## src/uasmd_pkg.sv

```systemverilog
// Shared types and constants for the unsigned add/sub/mul/div core.
`timescale 1ns / 1ps
`default_nettype none

package uasmd_pkg;

  localparam int DATA_WIDTH_DEF = 64;

  typedef enum logic [1:0] {
    MODE_ADD = 2'd0,
    MODE_SUB = 2'd1,
    MODE_MUL = 2'd2,
    MODE_DIV = 2'd3
  } mode_t;

  typedef enum logic [1:0] {
    ST_IDLE,
    ST_ITER,
    ST_FIN
  } state_t;

  typedef struct packed {
    logic  load;
    logic  mul_step;
    logic  div_step;
    logic  finish;
    mode_t op;
  } cmd_t;

endpackage

`default_nettype wire

```

## src/uasmd_ctrl.sv

```systemverilog
// Controller state machine: sequences load, iteration steps and result capture.
`timescale 1ns / 1ps
`default_nettype none

module uasmd_ctrl #(
  parameter int DATA_WIDTH = uasmd_pkg::DATA_WIDTH_DEF
) (
  input  wire logic            clk,
  input  wire logic            rst,
  input  wire logic            start,
  input  wire logic [1:0]      mode,
  output logic                 busy,
  output logic                 done,
  output uasmd_pkg::cmd_t      cmd
);

  localparam int CntW = (DATA_WIDTH > 1) ? $clog2(DATA_WIDTH) : 1;

  uasmd_pkg::state_t state, state_next;
  uasmd_pkg::mode_t  op, op_next;
  uasmd_pkg::mode_t  mode_in;
  logic [CntW-1:0]   count, count_next;
  logic              done_next;

  assign mode_in = uasmd_pkg::mode_t'(mode);

  always_ff @(posedge clk) begin
    if (rst) begin
      state <= uasmd_pkg::ST_IDLE;
      done  <= 1'b0;
    end else begin
      state <= state_next;
      done  <= done_next;
    end
    op    <= op_next;
    count <= count_next;
  end

  always_comb begin
    state_next = state;
    op_next    = op;
    count_next = count;
    done_next  = 1'b0;
    cmd        = '0;
    cmd.op     = op;
    busy       = (state != uasmd_pkg::ST_IDLE);
    case (state)
      uasmd_pkg::ST_IDLE: begin
        if (start) begin
          cmd.load   = 1'b1;
          op_next    = mode_in;
          count_next = CntW'(DATA_WIDTH - 1);
          if (mode_in inside {uasmd_pkg::MODE_ADD, uasmd_pkg::MODE_SUB}) begin
            state_next = uasmd_pkg::ST_FIN;
          end else begin
            state_next = uasmd_pkg::ST_ITER;
          end
        end
      end
      uasmd_pkg::ST_ITER: begin
        cmd.mul_step = (op == uasmd_pkg::MODE_MUL);
        cmd.div_step = (op == uasmd_pkg::MODE_DIV);
        count_next   = count - 1'b1;
        if (count == '0) begin
          state_next = uasmd_pkg::ST_FIN;
        end
      end
      uasmd_pkg::ST_FIN: begin
        cmd.finish = 1'b1;
        done_next  = 1'b1;
        state_next = uasmd_pkg::ST_IDLE;
      end
      default: begin
        state_next = uasmd_pkg::ST_IDLE;
      end
    endcase
  end

`ifndef SYNTHESIS
  a_done_after_fin: assert property (@(posedge clk) disable iff (rst)
    done |-> $past(state == uasmd_pkg::ST_FIN))
    else $error("done without a finish cycle");

  a_no_done_while_busy: assert property (@(posedge clk) disable iff (rst)
    (state != uasmd_pkg::ST_IDLE) |-> !done)
    else $error("done while a beat is still in work");

  a_addsub_latency: assert property (@(posedge clk) disable iff (rst)
    (start && !busy && (mode_in == uasmd_pkg::MODE_ADD || mode_in == uasmd_pkg::MODE_SUB))
      |=> ##1 done)
    else $error("add/sub result not delivered after two cycles");

  a_iter_holds: assert property (@(posedge clk) disable iff (rst)
    (state == uasmd_pkg::ST_ITER && count != '0) |=> (state == uasmd_pkg::ST_ITER))
    else $error("iteration ended early");
`endif

endmodule

`default_nettype wire

```

## src/uasmd_dpath.sv

```systemverilog
// Datapath: operand registers, shift-add multiplier and restoring divider steps.
`timescale 1ns / 1ps
`default_nettype none

module uasmd_dpath #(
  parameter int DATA_WIDTH = uasmd_pkg::DATA_WIDTH_DEF
) (
  input  wire logic                  clk,
  input  wire uasmd_pkg::cmd_t       cmd,
  input  wire logic [DATA_WIDTH-1:0] operand_a,
  input  wire logic [DATA_WIDTH-1:0] operand_b,
  output logic      [DATA_WIDTH-1:0] result
);

  logic [DATA_WIDTH-1:0] a;
  logic [DATA_WIDTH-1:0] b;
  logic [DATA_WIDTH-1:0] acc;
  logic [DATA_WIDTH:0]   shifted;
  logic [DATA_WIDTH:0]   diff;
  logic                  ge;
  logic [DATA_WIDTH-1:0] rem_next;
  logic [DATA_WIDTH-1:0] res_sel;

  // Restoring division step: acc holds the partial remainder, a shifts in quotient bits.
  always_comb begin
    shifted  = {acc, a[DATA_WIDTH-1]};
    ge       = (shifted >= {1'b0, b});
    diff     = shifted - {1'b0, b};
    rem_next = ge ? diff[DATA_WIDTH-1:0] : shifted[DATA_WIDTH-1:0];
  end

  always_comb begin
    case (cmd.op)
      uasmd_pkg::MODE_ADD: res_sel = a + b;
      uasmd_pkg::MODE_SUB: res_sel = a - b;
      uasmd_pkg::MODE_MUL: res_sel = acc;
      uasmd_pkg::MODE_DIV: res_sel = (b == '0) ? '0 : a;
      default:             res_sel = '0;
    endcase
  end

  always_ff @(posedge clk) begin
    if (cmd.load) begin
      a   <= operand_a;
      b   <= operand_b;
      acc <= '0;
    end
    if (cmd.mul_step) begin
      if (b[0]) begin
        acc <= acc + a;
      end
      a <= a << 1;
      b <= b >> 1;
    end
    if (cmd.div_step) begin
      acc <= rem_next;
      a   <= {a[DATA_WIDTH-2:0], ge};
    end
    if (cmd.finish) begin
      result <= res_sel;
    end
  end

endmodule

`default_nettype wire

```

## src/unsigned_64bit_add_sub_mul_div_core.sv

```systemverilog
// Top level of the unsigned add/sub/mul/div core.
// Add and subtract go from idle straight to the finish state, which registers
// the result together with done; multiply and divide first iterate in ST_ITER,
// one bit per cycle through the shift-add multiplier or the restoring divider loop.
// A new beat may be started in the cycle done is high. rst (synchronous) returns
// the controller to idle.
`timescale 1ns / 1ps
`default_nettype none

module unsigned_64bit_add_sub_mul_div_core #(
  parameter int DATA_WIDTH = uasmd_pkg::DATA_WIDTH_DEF
) (
  input  wire logic                  clk,
  input  wire logic                  rst,
  input  wire logic                  start,
  output logic                       busy,
  input  wire logic [1:0]            mode,
  input  wire logic [DATA_WIDTH-1:0] operand_a,
  input  wire logic [DATA_WIDTH-1:0] operand_b,
  output logic                       done,
  output logic      [DATA_WIDTH-1:0] result
);

  uasmd_pkg::cmd_t cmd;

  uasmd_ctrl #(
    .DATA_WIDTH(DATA_WIDTH)
  ) u_ctrl (
    .clk   (clk),
    .rst   (rst),
    .start (start),
    .mode  (mode),
    .busy  (busy),
    .done  (done),
    .cmd   (cmd)
  );

  uasmd_dpath #(
    .DATA_WIDTH(DATA_WIDTH)
  ) u_dpath (
    .clk       (clk),
    .cmd       (cmd),
    .operand_a (operand_a),
    .operand_b (operand_b),
    .result    (result)
  );

endmodule

`default_nettype wire

```

## config.mk

```make
export PLATFORM = sky130hd
export DESIGN_NAME = unsigned_64bit_add_sub_mul_div_core
export DESIGN_NICKNAME = d
export VERILOG_FILES = /design/src/uasmd_pkg.sv /design/src/uasmd_ctrl.sv /design/src/uasmd_dpath.sv /design/src/unsigned_64bit_add_sub_mul_div_core.sv
export SDC_FILE = /design/constraint.sdc
export NUM_CORES = 1
export LEC_CHECK = 0
export ABC_AREA = 1
export CAP_MARGIN = 0
export CORE_MARGIN = 2
export CORE_UTILIZATION = 45
export CTS_CLUSTER_DIAMETER = 30
export DETAILED_ROUTE_END_ITERATION = 7
export DONT_BUFFER_PORTS = 1
export SLEW_MARGIN = 15
export SYNTH_ARGS = -nofsm -noshare
export SYNTH_HDL_FRONTEND = slang
export SYNTH_SLANG_ARGS = --single-unit
```

## constraint.sdc

```tcl
create_clock -name clk -period 4.2 [get_ports clk]
set_clock_uncertainty 0.2 [all_clocks]
set_input_delay 0.42 -clock clk [delete_from_list [all_inputs] [get_ports clk]]
set_output_delay 0.42 -clock clk [all_outputs]
set_load 0.005 [all_outputs]
```

# ---- Word level (Yosys, flattened, before mapping)
# Cells that the tools add are included.
dict set report totals {
  output_inout_bits 66
  input_bits 133
  word_cells 58
  register_bits 267
}
dict set report op_classes {
  n_eq_ne 8
  magnitude_cmp 1
  mux 22
  reduce_logical 13
  addsub 5
}
# cell count
set ops {}
lappend ops {{64-bit 2-to-1 mux} 9}
lappend ops {{64-bit case mux with 4 select lines} 1}
lappend ops {{64-bit adder} 2}
lappend ops {{64-bit subtractor} 2}
lappend ops {{63-bit 2-to-1 mux} 2}
lappend ops {{65-bit by 64-bit >= comparator with 1-bit output} 1}
lappend ops {{64-bit zero test} 1}
lappend ops {{6-bit case mux with 2 select lines} 1}
lappend ops {{2-bit 2-to-1 mux} 4}
lappend ops {{2-bit nonzero test} 4}
lappend ops {{2-bit by 1-bit equality test with 1-bit output, second input constant} 3}
lappend ops {{2-bit equality test, second input constant} 3}
lappend ops {{2-bit zero test} 3}
lappend ops {{6-bit zero test} 1}
lappend ops {{6-bit 2-to-1 mux} 1}
lappend ops {{2-bit AND reduction} 3}
lappend ops {{6-bit by 1-bit subtractor with 6-bit output, second input constant} 1}
lappend ops {{2-bit case mux with 2 select lines} 1}
lappend ops {{1-bit 2-to-1 mux} 3}
lappend ops {{3-bit nonzero test} 1}
lappend ops {{2-bit by 1-bit != test with 1-bit output, second input constant} 1}
lappend ops {{2-bit != test, second input constant} 1}

# ---- Longest topological paths before layout
# Gate-level depths: netlist (run 1).
dict set report depth {
  ltp_word 6
  depth_mapped 30
  ltp_nobuf 30
}

# ---- Modules after synthesis
# From an unflattened synthesis (run 1), not the netlist that was laid out.
dict set report unflattened {
  cells_unflattened 4915
  area_unflattened_um2 29613.4
}
# mod area_each_um2 seq_area_each_um2 cells_per_inst n_inst
set by_module_without_submodules {}
lappend by_module_without_submodules {uasmd_dpath 29060.4 7036.7 4857 1}
lappend by_module_without_submodules {uasmd_ctrl 553.0 300.3 58 1}

# ---- Least setup slack after synthesis (run 1)
# Ideal clock, no wire load.
dict set report synth_path {
  path_kind {register to register}
  start {register u_dpath.b[0]}
  end {register u_dpath.result[61], data pin}
  period_less_slack_ns 4.100
  t_arrival_ns 3.646
  required_time_ns 3.746
  setup_slack_ns 0.100
  stages_incl_launch_ff 26
  n_path_buf 1
  setup_time_ns 0.254
  cell_sequence {edfxtp_1 -> inv_2 -> clkbuf_1 -> ha_1 -> nand2_1 -> nor2_1 -> nand2_1 -> nor2_2 -> nand4_1 -> nor2_1 -> nand4_1 -> o21ai_1 -> nand2_1 -> xor2_1 -> ha_1 -> nand2_1 -> nor2_1 -> inv_1 -> nor2_1 -> inv_1 -> nor4_1 -> nand2_1 -> nand2_1 -> nand2_1 -> nand3_1 -> nand2_1}
}
dict set report synth_between {
  elab_chain_cells 3
  word_cells_on_any_way 5
  classes_between {add/sub (2); mux (2); reduce/logical (1)}
}
# item line
set synth_rtl {}
lappend synth_rtl {{start: declaration} uasmd_dpath.sv:16} ;# logic [DATA_WIDTH-1:0] b;
lappend synth_rtl {{start signal: assignment} uasmd_dpath.sv:45} ;# b <= operand_b;
lappend synth_rtl {{start signal: assignment} uasmd_dpath.sv:53} ;# b <= b >> 1;
lappend synth_rtl {{parallel branches: the longest is 2 deep, another holds 64-bit subtractor} n/a}
lappend synth_rtl {{64-bit case mux with 4 select lines *} uasmd_dpath.sv:33} ;# case (cmd.op)
lappend synth_rtl {{named net u_dpath.res_sel[61]} uasmd_dpath.sv:22} ;# logic [DATA_WIDTH-1:0] res_sel;
lappend synth_rtl {{end signal: assignment} uasmd_dpath.sv:60} ;# result <= res_sel;
lappend synth_rtl {{end: declaration} uasmd_dpath.sv:12} ;# output logic [DATA_WIDTH-1:0] result
# Mark *: on every way through the listed nets, which the timed path passes.
# A chain may end at the register's enable or synchronous reset.

# ---- Worst setup path in the final report (run 1)
dict set report layout_path {
  start {register u_dpath.b[46]}
  end {register u_dpath.result[57], data pin}
}
# The elaborated chain is that of the path after synthesis.

==> out/metrics.yaml, run 1 <==
status: "finished, violations left"
violations: "negative setup slack"
maxCapViolCount: 0
wl_met1_um: 63000
grt_max_degree: 106
slew_headroom: 0.361
dr_wl_met3_um: 19500
die-area_um2: 71500
synthesis.area_um2: 31200
worstSetupEndpointType: "register"
rsz0062_at_grt: "true"
gp_congestion: 1.06
critPathMaxStageDelay_ns: 0.41
first_pass_iters: 7
hold_path.class: "input port to register"
ys_async_sr_fraction: 0
cts.sinks: 267
wl_met2_um: 65100
cts.clk_slew.worst_paths_ns: 0.05
hold_violations: 0
r2r_cells: 24
utilization: 0.595
synth-seq-area-share: 0.235
synth_top_family_by_area: "simple AND/OR/NAND/NOR gates"
critPathKind: "register to register"
clkLatencyLatePin_ns: 0.62
place_ws_ns: -0.529
tightest_slew_ns: 0.957
ys_types: 50
r2r_end: "u_dpath.result[57]$_DFFE_PP_"
core_area_um2: 68600
post-synth-top-area-fraction: 0.239
grt_util_all_layers: 0.420
r2r_start: "u_dpath.b[46]$_DFFE_PP_"
crit_arrival_ns: 4.37
area_delta_synth_final_pct: 30.8
synth_xor_area_frac: 0.0345
yosys.area_share.simple: 0.407
crit_slowest_cell: "edfxtp_1"
hpwlAfterDp_um: 126000
synthCells: 5367
io_buffer_count: 0
slew_viol_final: 0
worst_ir_drop_vdd_uv: 382
cp_max_fo: 4
cts_tree: "done"
crit_top_cell: "nand2_1"
htree_levels: 3
power.density_nw_per_um2: 409
die_h_um: 267
drt_wl_total_um: 155000
vias: 38100
ioPinCount: 199
die_w_um: 267
cp_top_family: "simple AND/OR/NAND/NOR gates"
postPlaceCellArea_um2: 35400
muxShareOfSynthArea: 0
worstPathRequired_ns: 4.36
regToRegSetupSlack_ns: -0.02
num-nets-final: 6270
syn_nets: 5696
grt_overflow_total: 0
clock.fmax_mhz: 237
synth_area_leader_cell: "nand2_1"
ys_warn_count: 0
path_cells: "inv_1 > nand4_1 > nor2_1 > nand2_1 > nor2_1 > nand2_1 > nand2_2 > buf_4 > o21ai_0 > xor2_1 > buf_4 > ha_1 > nand2_2 > nor2_1 > buf_4 > nand2_2 > nor2_2 > inv_2 > nor4_2 > nand2_1 > nand2_1 > nand2_1 > nand3_2 > nand2_1"
finalSetupViolCount: 3
drive_above_1_share: 0.156
layout_setup_ws_ns: -0.0185
hp-start: "start"
yosys_most_used_dff: "edfxtp_1"
antenna_found_initial: 2
leakage_nw: 21.0
numCtsBuffers: 76
start_kind: "register"
wire_per_inst_um: 22.3
ant_nets: 0
design_area_um2: 40800
drt_iter0_markers: 4361
viasPerCell: 5.49
ys_ff_latch: 267
fin_crit_sh: 1.00
grt_pass1_vias: 35000
hold_depth: 3
fillers: 6845
hold_end: "u_ctrl.op[1]$_DFFE_PP_"
fin_crit_ns: 4.22
clockBufferDepth: 3
synth_edf_count: 199
synth_compound_area_frac: 0.114
rows: 96
top_layer_used: "met5"
avgSynthCellArea_um2: 5.81
clockRootBuffer: "clkbuf_16"
final_cells: 6934
synth_fa_ha_area_frac: 0.0793
synthTopCellsByArea: "nand2_1, edfxtp_1, inv_1, ha_1, nand3_1"
fin_setup_tns_ns: -0.0332
dp.cells: 6642
start_util: 0.455
drc: 0
grt_pass1_wl_um: 219000
cp_num_buf_inv: 5
-- repair_timing --
action,CTS,global route
resized for setup,75,273
setup buffers,4,16
pin swaps,20,73
setup endpoints to repair,29,46
hold buffers,133,0
cloned,0,0
endpoints found under the hold margin,133,0
-- tightest hold or removal path: cells and delay by family --
kind / cells / cell delay (ns)
buffers and inverters: 2 / 0.32
AND/OR/NAND/NOR: 1 / 0.05
-- stage by stage --
| stage | hold slack [ns] | power (mW) |
|---|---|---|
| 2_1_floorplan | 0.227 | 7.13 |
| 3_3_place_gp | 0.241 | 9.92 |
| 6_report | 0.229 | 16.7 |
| 4_1_cts | 0.201 | 16.1 |
| 5_1_grt | 0.229 | 17.4 |
| 3_5_place_dp | 0.249 | 9.93 |
-- report_power, final --
group,total [mW],internal [mW],switching [mW]
Clock,6.03,4.16,1.88
Sequential,3.58,3.19,0.389
Combinational,7.09,2.52,4.57
Total,16.7,9.87,6.83
-- cell families after synthesis --
group,count (synthesis)
and+or+nand+nor,3070
buffers and inverters,1059
AOI/OAI and AO/OA,652
DFF,267
adders and majority gates,196
xor gates and xnor gates,123
-- registers in the layout, indices dropped and copies added, names as in the netlist --
register and cells:
u_dpath.result 64, u_ctrl.done 1, u_ctrl.state 2, u_dpath.a 64
u_ctrl.op 2, u_ctrl.count 6, u_dpath.b 64, u_dpath.acc 64
-- worst max-delay path by stage --
stage / slack [ns] / to / from / cells past startpoint
after floorplan: 0.10 / u_dpath.result[61]$_DFFE_PP_ / u_dpath.b[0]$_DFFE_PP_ / 25
after global placement: -0.54 / u_dpath.result[49]$_DFFE_PP_ / u_dpath.b[1]$_DFFE_PP_ / 25
after detailed placement: -0.53 / u_dpath.result[49]$_DFFE_PP_ / u_dpath.b[1]$_DFFE_PP_ / 25
after CTS: 0.002 / u_dpath.result[57]$_DFFE_PP_ / u_dpath.b[1]$_DFFE_PP_ / 30
after global routing: -0.21 / u_dpath.result[57]$_DFFE_PP_ / u_dpath.b[1]$_DFFE_PP_ / 28
final: -0.02 / u_dpath.result[57]$_DFFE_PP_ / u_dpath.b[46]$_DFFE_PP_ / 24
-- cell usage after synthesis (10+ instances only) --
library cell / number
a21oi_1: 243
buf_1: 10
buf_2: 15
clkbuf_1: 75
dfxtp_1: 68
edfxtp_1: 199
ha_1: 193
inv_1: 925
inv_2: 16
nand2_1: 1989
nand2_2: 10
nand2_4: 11
nand3_1: 394
nand3_2: 18
nand3b_1: 24
nand4_1: 59
nor2_1: 477
nor2_2: 21
nor3_1: 40
o211ai_1: 38
o21ai_0: 290
o21bai_1: 29
xnor2_1: 42
xor2_1: 81
-- cell type report --
type                    count  area (um^2)  area share
diodes                      2         5.00    0.000123
clock buffers              92         2060      0.0506
clock inverters            46          577      0.0141
inverters                 950         3570      0.0874
multi-input cells        4041        21000       0.516
flip-flops and latches    267         7340       0.180
well taps                 931         1160      0.0285
repair buffers            605         5050       0.124
-- cells in the final DEF (no fill, tap or decap), types with 24 or more instances in the layout --
master / instances
nand2_2: 48
o21ai_1: 32
nand3_2: 28
nor2_1: 411
nand2_1: 1944
o21ai_0: 248
nand3b_1: 24
o21bai_1: 27
nor3_1: 33
buf_4: 450
inv_1: 901
o211ai_1: 38
clkbuf_16: 78
ha_1: 170
xnor2_1: 42
nor2_2: 61
edfxtp_1: 199
nor2_4: 30
xor2_1: 69
nand3_1: 383
a21oi_2: 35
inv_2: 39
dlygate4sd3_1: 133
dfxtp_1: 68
nand4_1: 59
a21oi_1: 207
-- routing by layer --
| metal | up-vias | track usage |
|---|---|---|
| met3 | 359 | 0.114 |
| met2 | 2248 | 0.636 |
| met4 | 2 | 0.168 |
| li1 | 18100 | - |
| met1 | 17300 | 0.565 |
| met5 | - | 0 |
(Power assumes the default switching activity.)
==> inputs of run 2 (changes only) <==
==> constraint.sdc (replaced) <==
create_clock -name clk -period 4.2 [get_ports clk]
set_clock_uncertainty 0.2 [all_clocks]
set_input_delay 0.63 -clock clk [delete_from_list [all_inputs] [get_ports clk]]
set_output_delay 0.63 -clock clk [all_outputs]
set_load 0.005 [all_outputs]
==> out/metrics.yaml, run 2 (synthesized netlist as in run 1, its figures left out) <==
leakage_nw: 20.6  # -2.0%
p_sw_frac: 0.408  # -0.000958
utilization: 0.588  # -0.00708
clockRootBuffer: "clkbuf_16"
worstPathRequired_ns: 4.35  # about the same
hpwlAfterDp_um: 124000  # -1.2%
maxCapViolCount: 0  # unchanged
design_area_um2: 40300  # -1.2%
first_pass_iters: 6  # -1
cp_max_fo: 4  # unchanged
seq_power_share: 0.214  # about the same
grt_util_all_layers: 0.411  # -0.00918
slew_headroom: 0.357  # -0.00382
place_ws_ns: -0.436  # +0.0924 ns
numCtsBuffers: 78  # +2.6%
final_cell_mix: "nand2_1, inv_1, buf_4"
viasPerCell: 5.47  # -0.29%
num-nets-final: 6160  # -1.8%
clock.fmax_mhz: 245  # +3.2%
gp_congestion: 1.07  # +0.16%
switching_power_mw: 6.84  # +0.20%
fillers: 6854  # +0.13%
grt_pass1_wl_um: 215000  # -2.1%
final_cells: 6829  # -1.5%
rows: 96  # unchanged
hold_violations: 0  # unchanged
clockBufferDepth: 3  # unchanged
finalSetupViolCount: 0  # -3
cts.clk_slew.worst_paths_ns: 0.04  # about the same
rsz0062_at_grt: "true"
multi_input_area_um2: 21500  # +2.2%
grt_overflow_total: 0  # unchanged
status: "completed"
die_w_um: 267  # unchanged
tightest_slew_ns: 0.963  # +0.00572 ns
p_int_mw: 9.93  # +0.60%
drive_above_1_share: 0.165  # +0.00819
wire_per_inst_um: 22.1  # -0.94%
fin_crit_sh: 0.973  # -0.0311
drc: 0  # unchanged
crit_path_end: "u_dpath.result[58]$_DFFE_PP_"
r2r_end: "u_dpath.result[58]$_DFFE_PP_"
dp.cells: 6587  # -0.83%
core_area_um2: 68600  # unchanged
ioPinCount: 199  # unchanged
fin_crit_ns: 4.09  # -0.130 ns
cts_tree: "done"
htree_levels: 3  # unchanged
io_buffer_count: 0  # unchanged
power_frac_comb: 0.414  # -0.010
critPathKind: "register to register"
clockPowerShare: 0.372  # +0.011
grt_pass1_vias: 34600  # -1.2%
power.density_nw_per_um2: 416  # +1.6%
antenna_found_initial: 0  # -2
slew_viol_final: 0  # unchanged
final_common_cell: "nand2_1"
start_kind: "register"
drt_wl_total_um: 151000  # -2.4%
cts.sinks: 267  # unchanged
crit_arrival_ns: 4.23  # -0.14 ns
clkLatencyLatePin_ns: 0.64  # +0.02 ns
ant_nets: 0  # unchanged
start_util: 0.455  # unchanged
grt_max_degree: 84  # -21%
die-area_um2: 71500  # unchanged
regArea_um2: 7340  # unchanged
drt_iter0_markers: 4533  # +3.9%
hold_path.class: "input port to register"
regToRegSetupSlack_ns: 0.11  # +0.13 ns
postPlaceCellArea_um2: 35000  # -1.2%
area_delta_synth_final_pct: 29.2
crit_start: "u_dpath.b[12]$_DFFE_PP_"
layout_setup_ws_ns: 0.112  # +0.130 ns
worstSetupEndpointType: "register"
die_h_um: 267  # unchanged
vias: 37400  # -1.8%
hold_ws_ns: 0.0158  # -0.214 ns
worst_ir_drop_vdd_uv: 595  # +56%
r2r_start: "u_dpath.b[12]$_DFFE_PP_"
r2r_cells: 21  # -13%
==> run 2: layout make-up <==
cell class	count	share of cell area
antenna	1	0.0000620
clock buffer	95	0.0507
clock inverter	51	0.0178
timing repair buffer	493	0.0990
multi-input combinational	4041	0.533
sequential	267	0.182
tap	931	0.0289
inverter	950	0.0885
==> run 2: repair_timing <==
action | CTS | global route
resized for setup | 79 | 367
pin swaps | 24 | 83
hold buffers | 64 | 0
endpoints found under the setup margin | 30 | 48
hold endpoints to repair | 65 | 0
setup buffers | 13 | 19
==> run 2: power by group through the flow <==
stage / Combinational [mW] / Sequential, mW / Clock (mW)
after floorplan: 3.73 / 3.40 / 0
after global routing: 7.47 / 3.59 / 6.40
after global placement: 6.14 / 3.58 / 0
after detailed placement: 6.16 / 3.58 / 0
after CTS: 6.31 / 3.54 / 6.25
final: 6.94 / 3.59 / 6.24
==> run 2: how the worst min path moves through the flow <==
stage	from	endpoint	slack [ns]	cells past startpoint
final	operand_a[63]	u_dpath.a[63]$_DFFE_PP_	0.02	2
after global routing	operand_a[9]	u_dpath.a[9]$_DFFE_PP_	0.01	2
after global placement	u_ctrl.state[1]$_SDFFE_PP0P_	u_ctrl.state[1]$_SDFFE_PP0P_	0.25	1
after floorplan	u_ctrl.state[1]$_SDFFE_PP0P_	u_ctrl.state[1]$_SDFFE_PP0P_	0.23	1
after detailed placement	u_ctrl.state[1]$_SDFFE_PP0P_	u_ctrl.state[1]$_SDFFE_PP0P_	0.25	1
after CTS	operand_b[6]	u_dpath.b[6]$_DFFE_PP_	0.0003	2
==> run 2: per-stage QoR <==
step / TNS [ns] / power [mW]
2_1_floorplan: 0 / 7.13
3_3_place_gp: -3.45 / 9.72
3_5_place_dp: -4.35 / 9.74
4_1_cts: -0.00982 / 16.1
5_1_grt: -0.842 / 17.5
6_report: 0 / 16.8
==> run 2: layer usage <==
layer,share of wire,GRT usage,vias to the layer above
li1,-,-,17900
met1,0.43,0.578,17200
met2,0.42,0.615,1974
met3,0.11,0.0818,292
met4,0.044,0.162,0
met5,0,0,-
==> run 2: critical path, stage by stage, from the launching register on <==
cell and delay (ns):
edfxtp_1 0.40, nor2_2 0.16, nand3_1 0.10, nor2_1 0.12, nand2_1 0.09, nor2_4 0.16, buf_4 0.15, nand2_1 0.11
nand2_2 0.13, buf_4 0.13, o21ai_0 0.10, xor2_1 0.38, ha_2 0.44, inv_1 0.14, o21ai_0 0.12, a31oi_1 0.20
buf_4 0.15, nand3_1 0.07, nor2_1 0.16, nand3_1 0.09, nand3_1 0.08, nand2_1 0.10
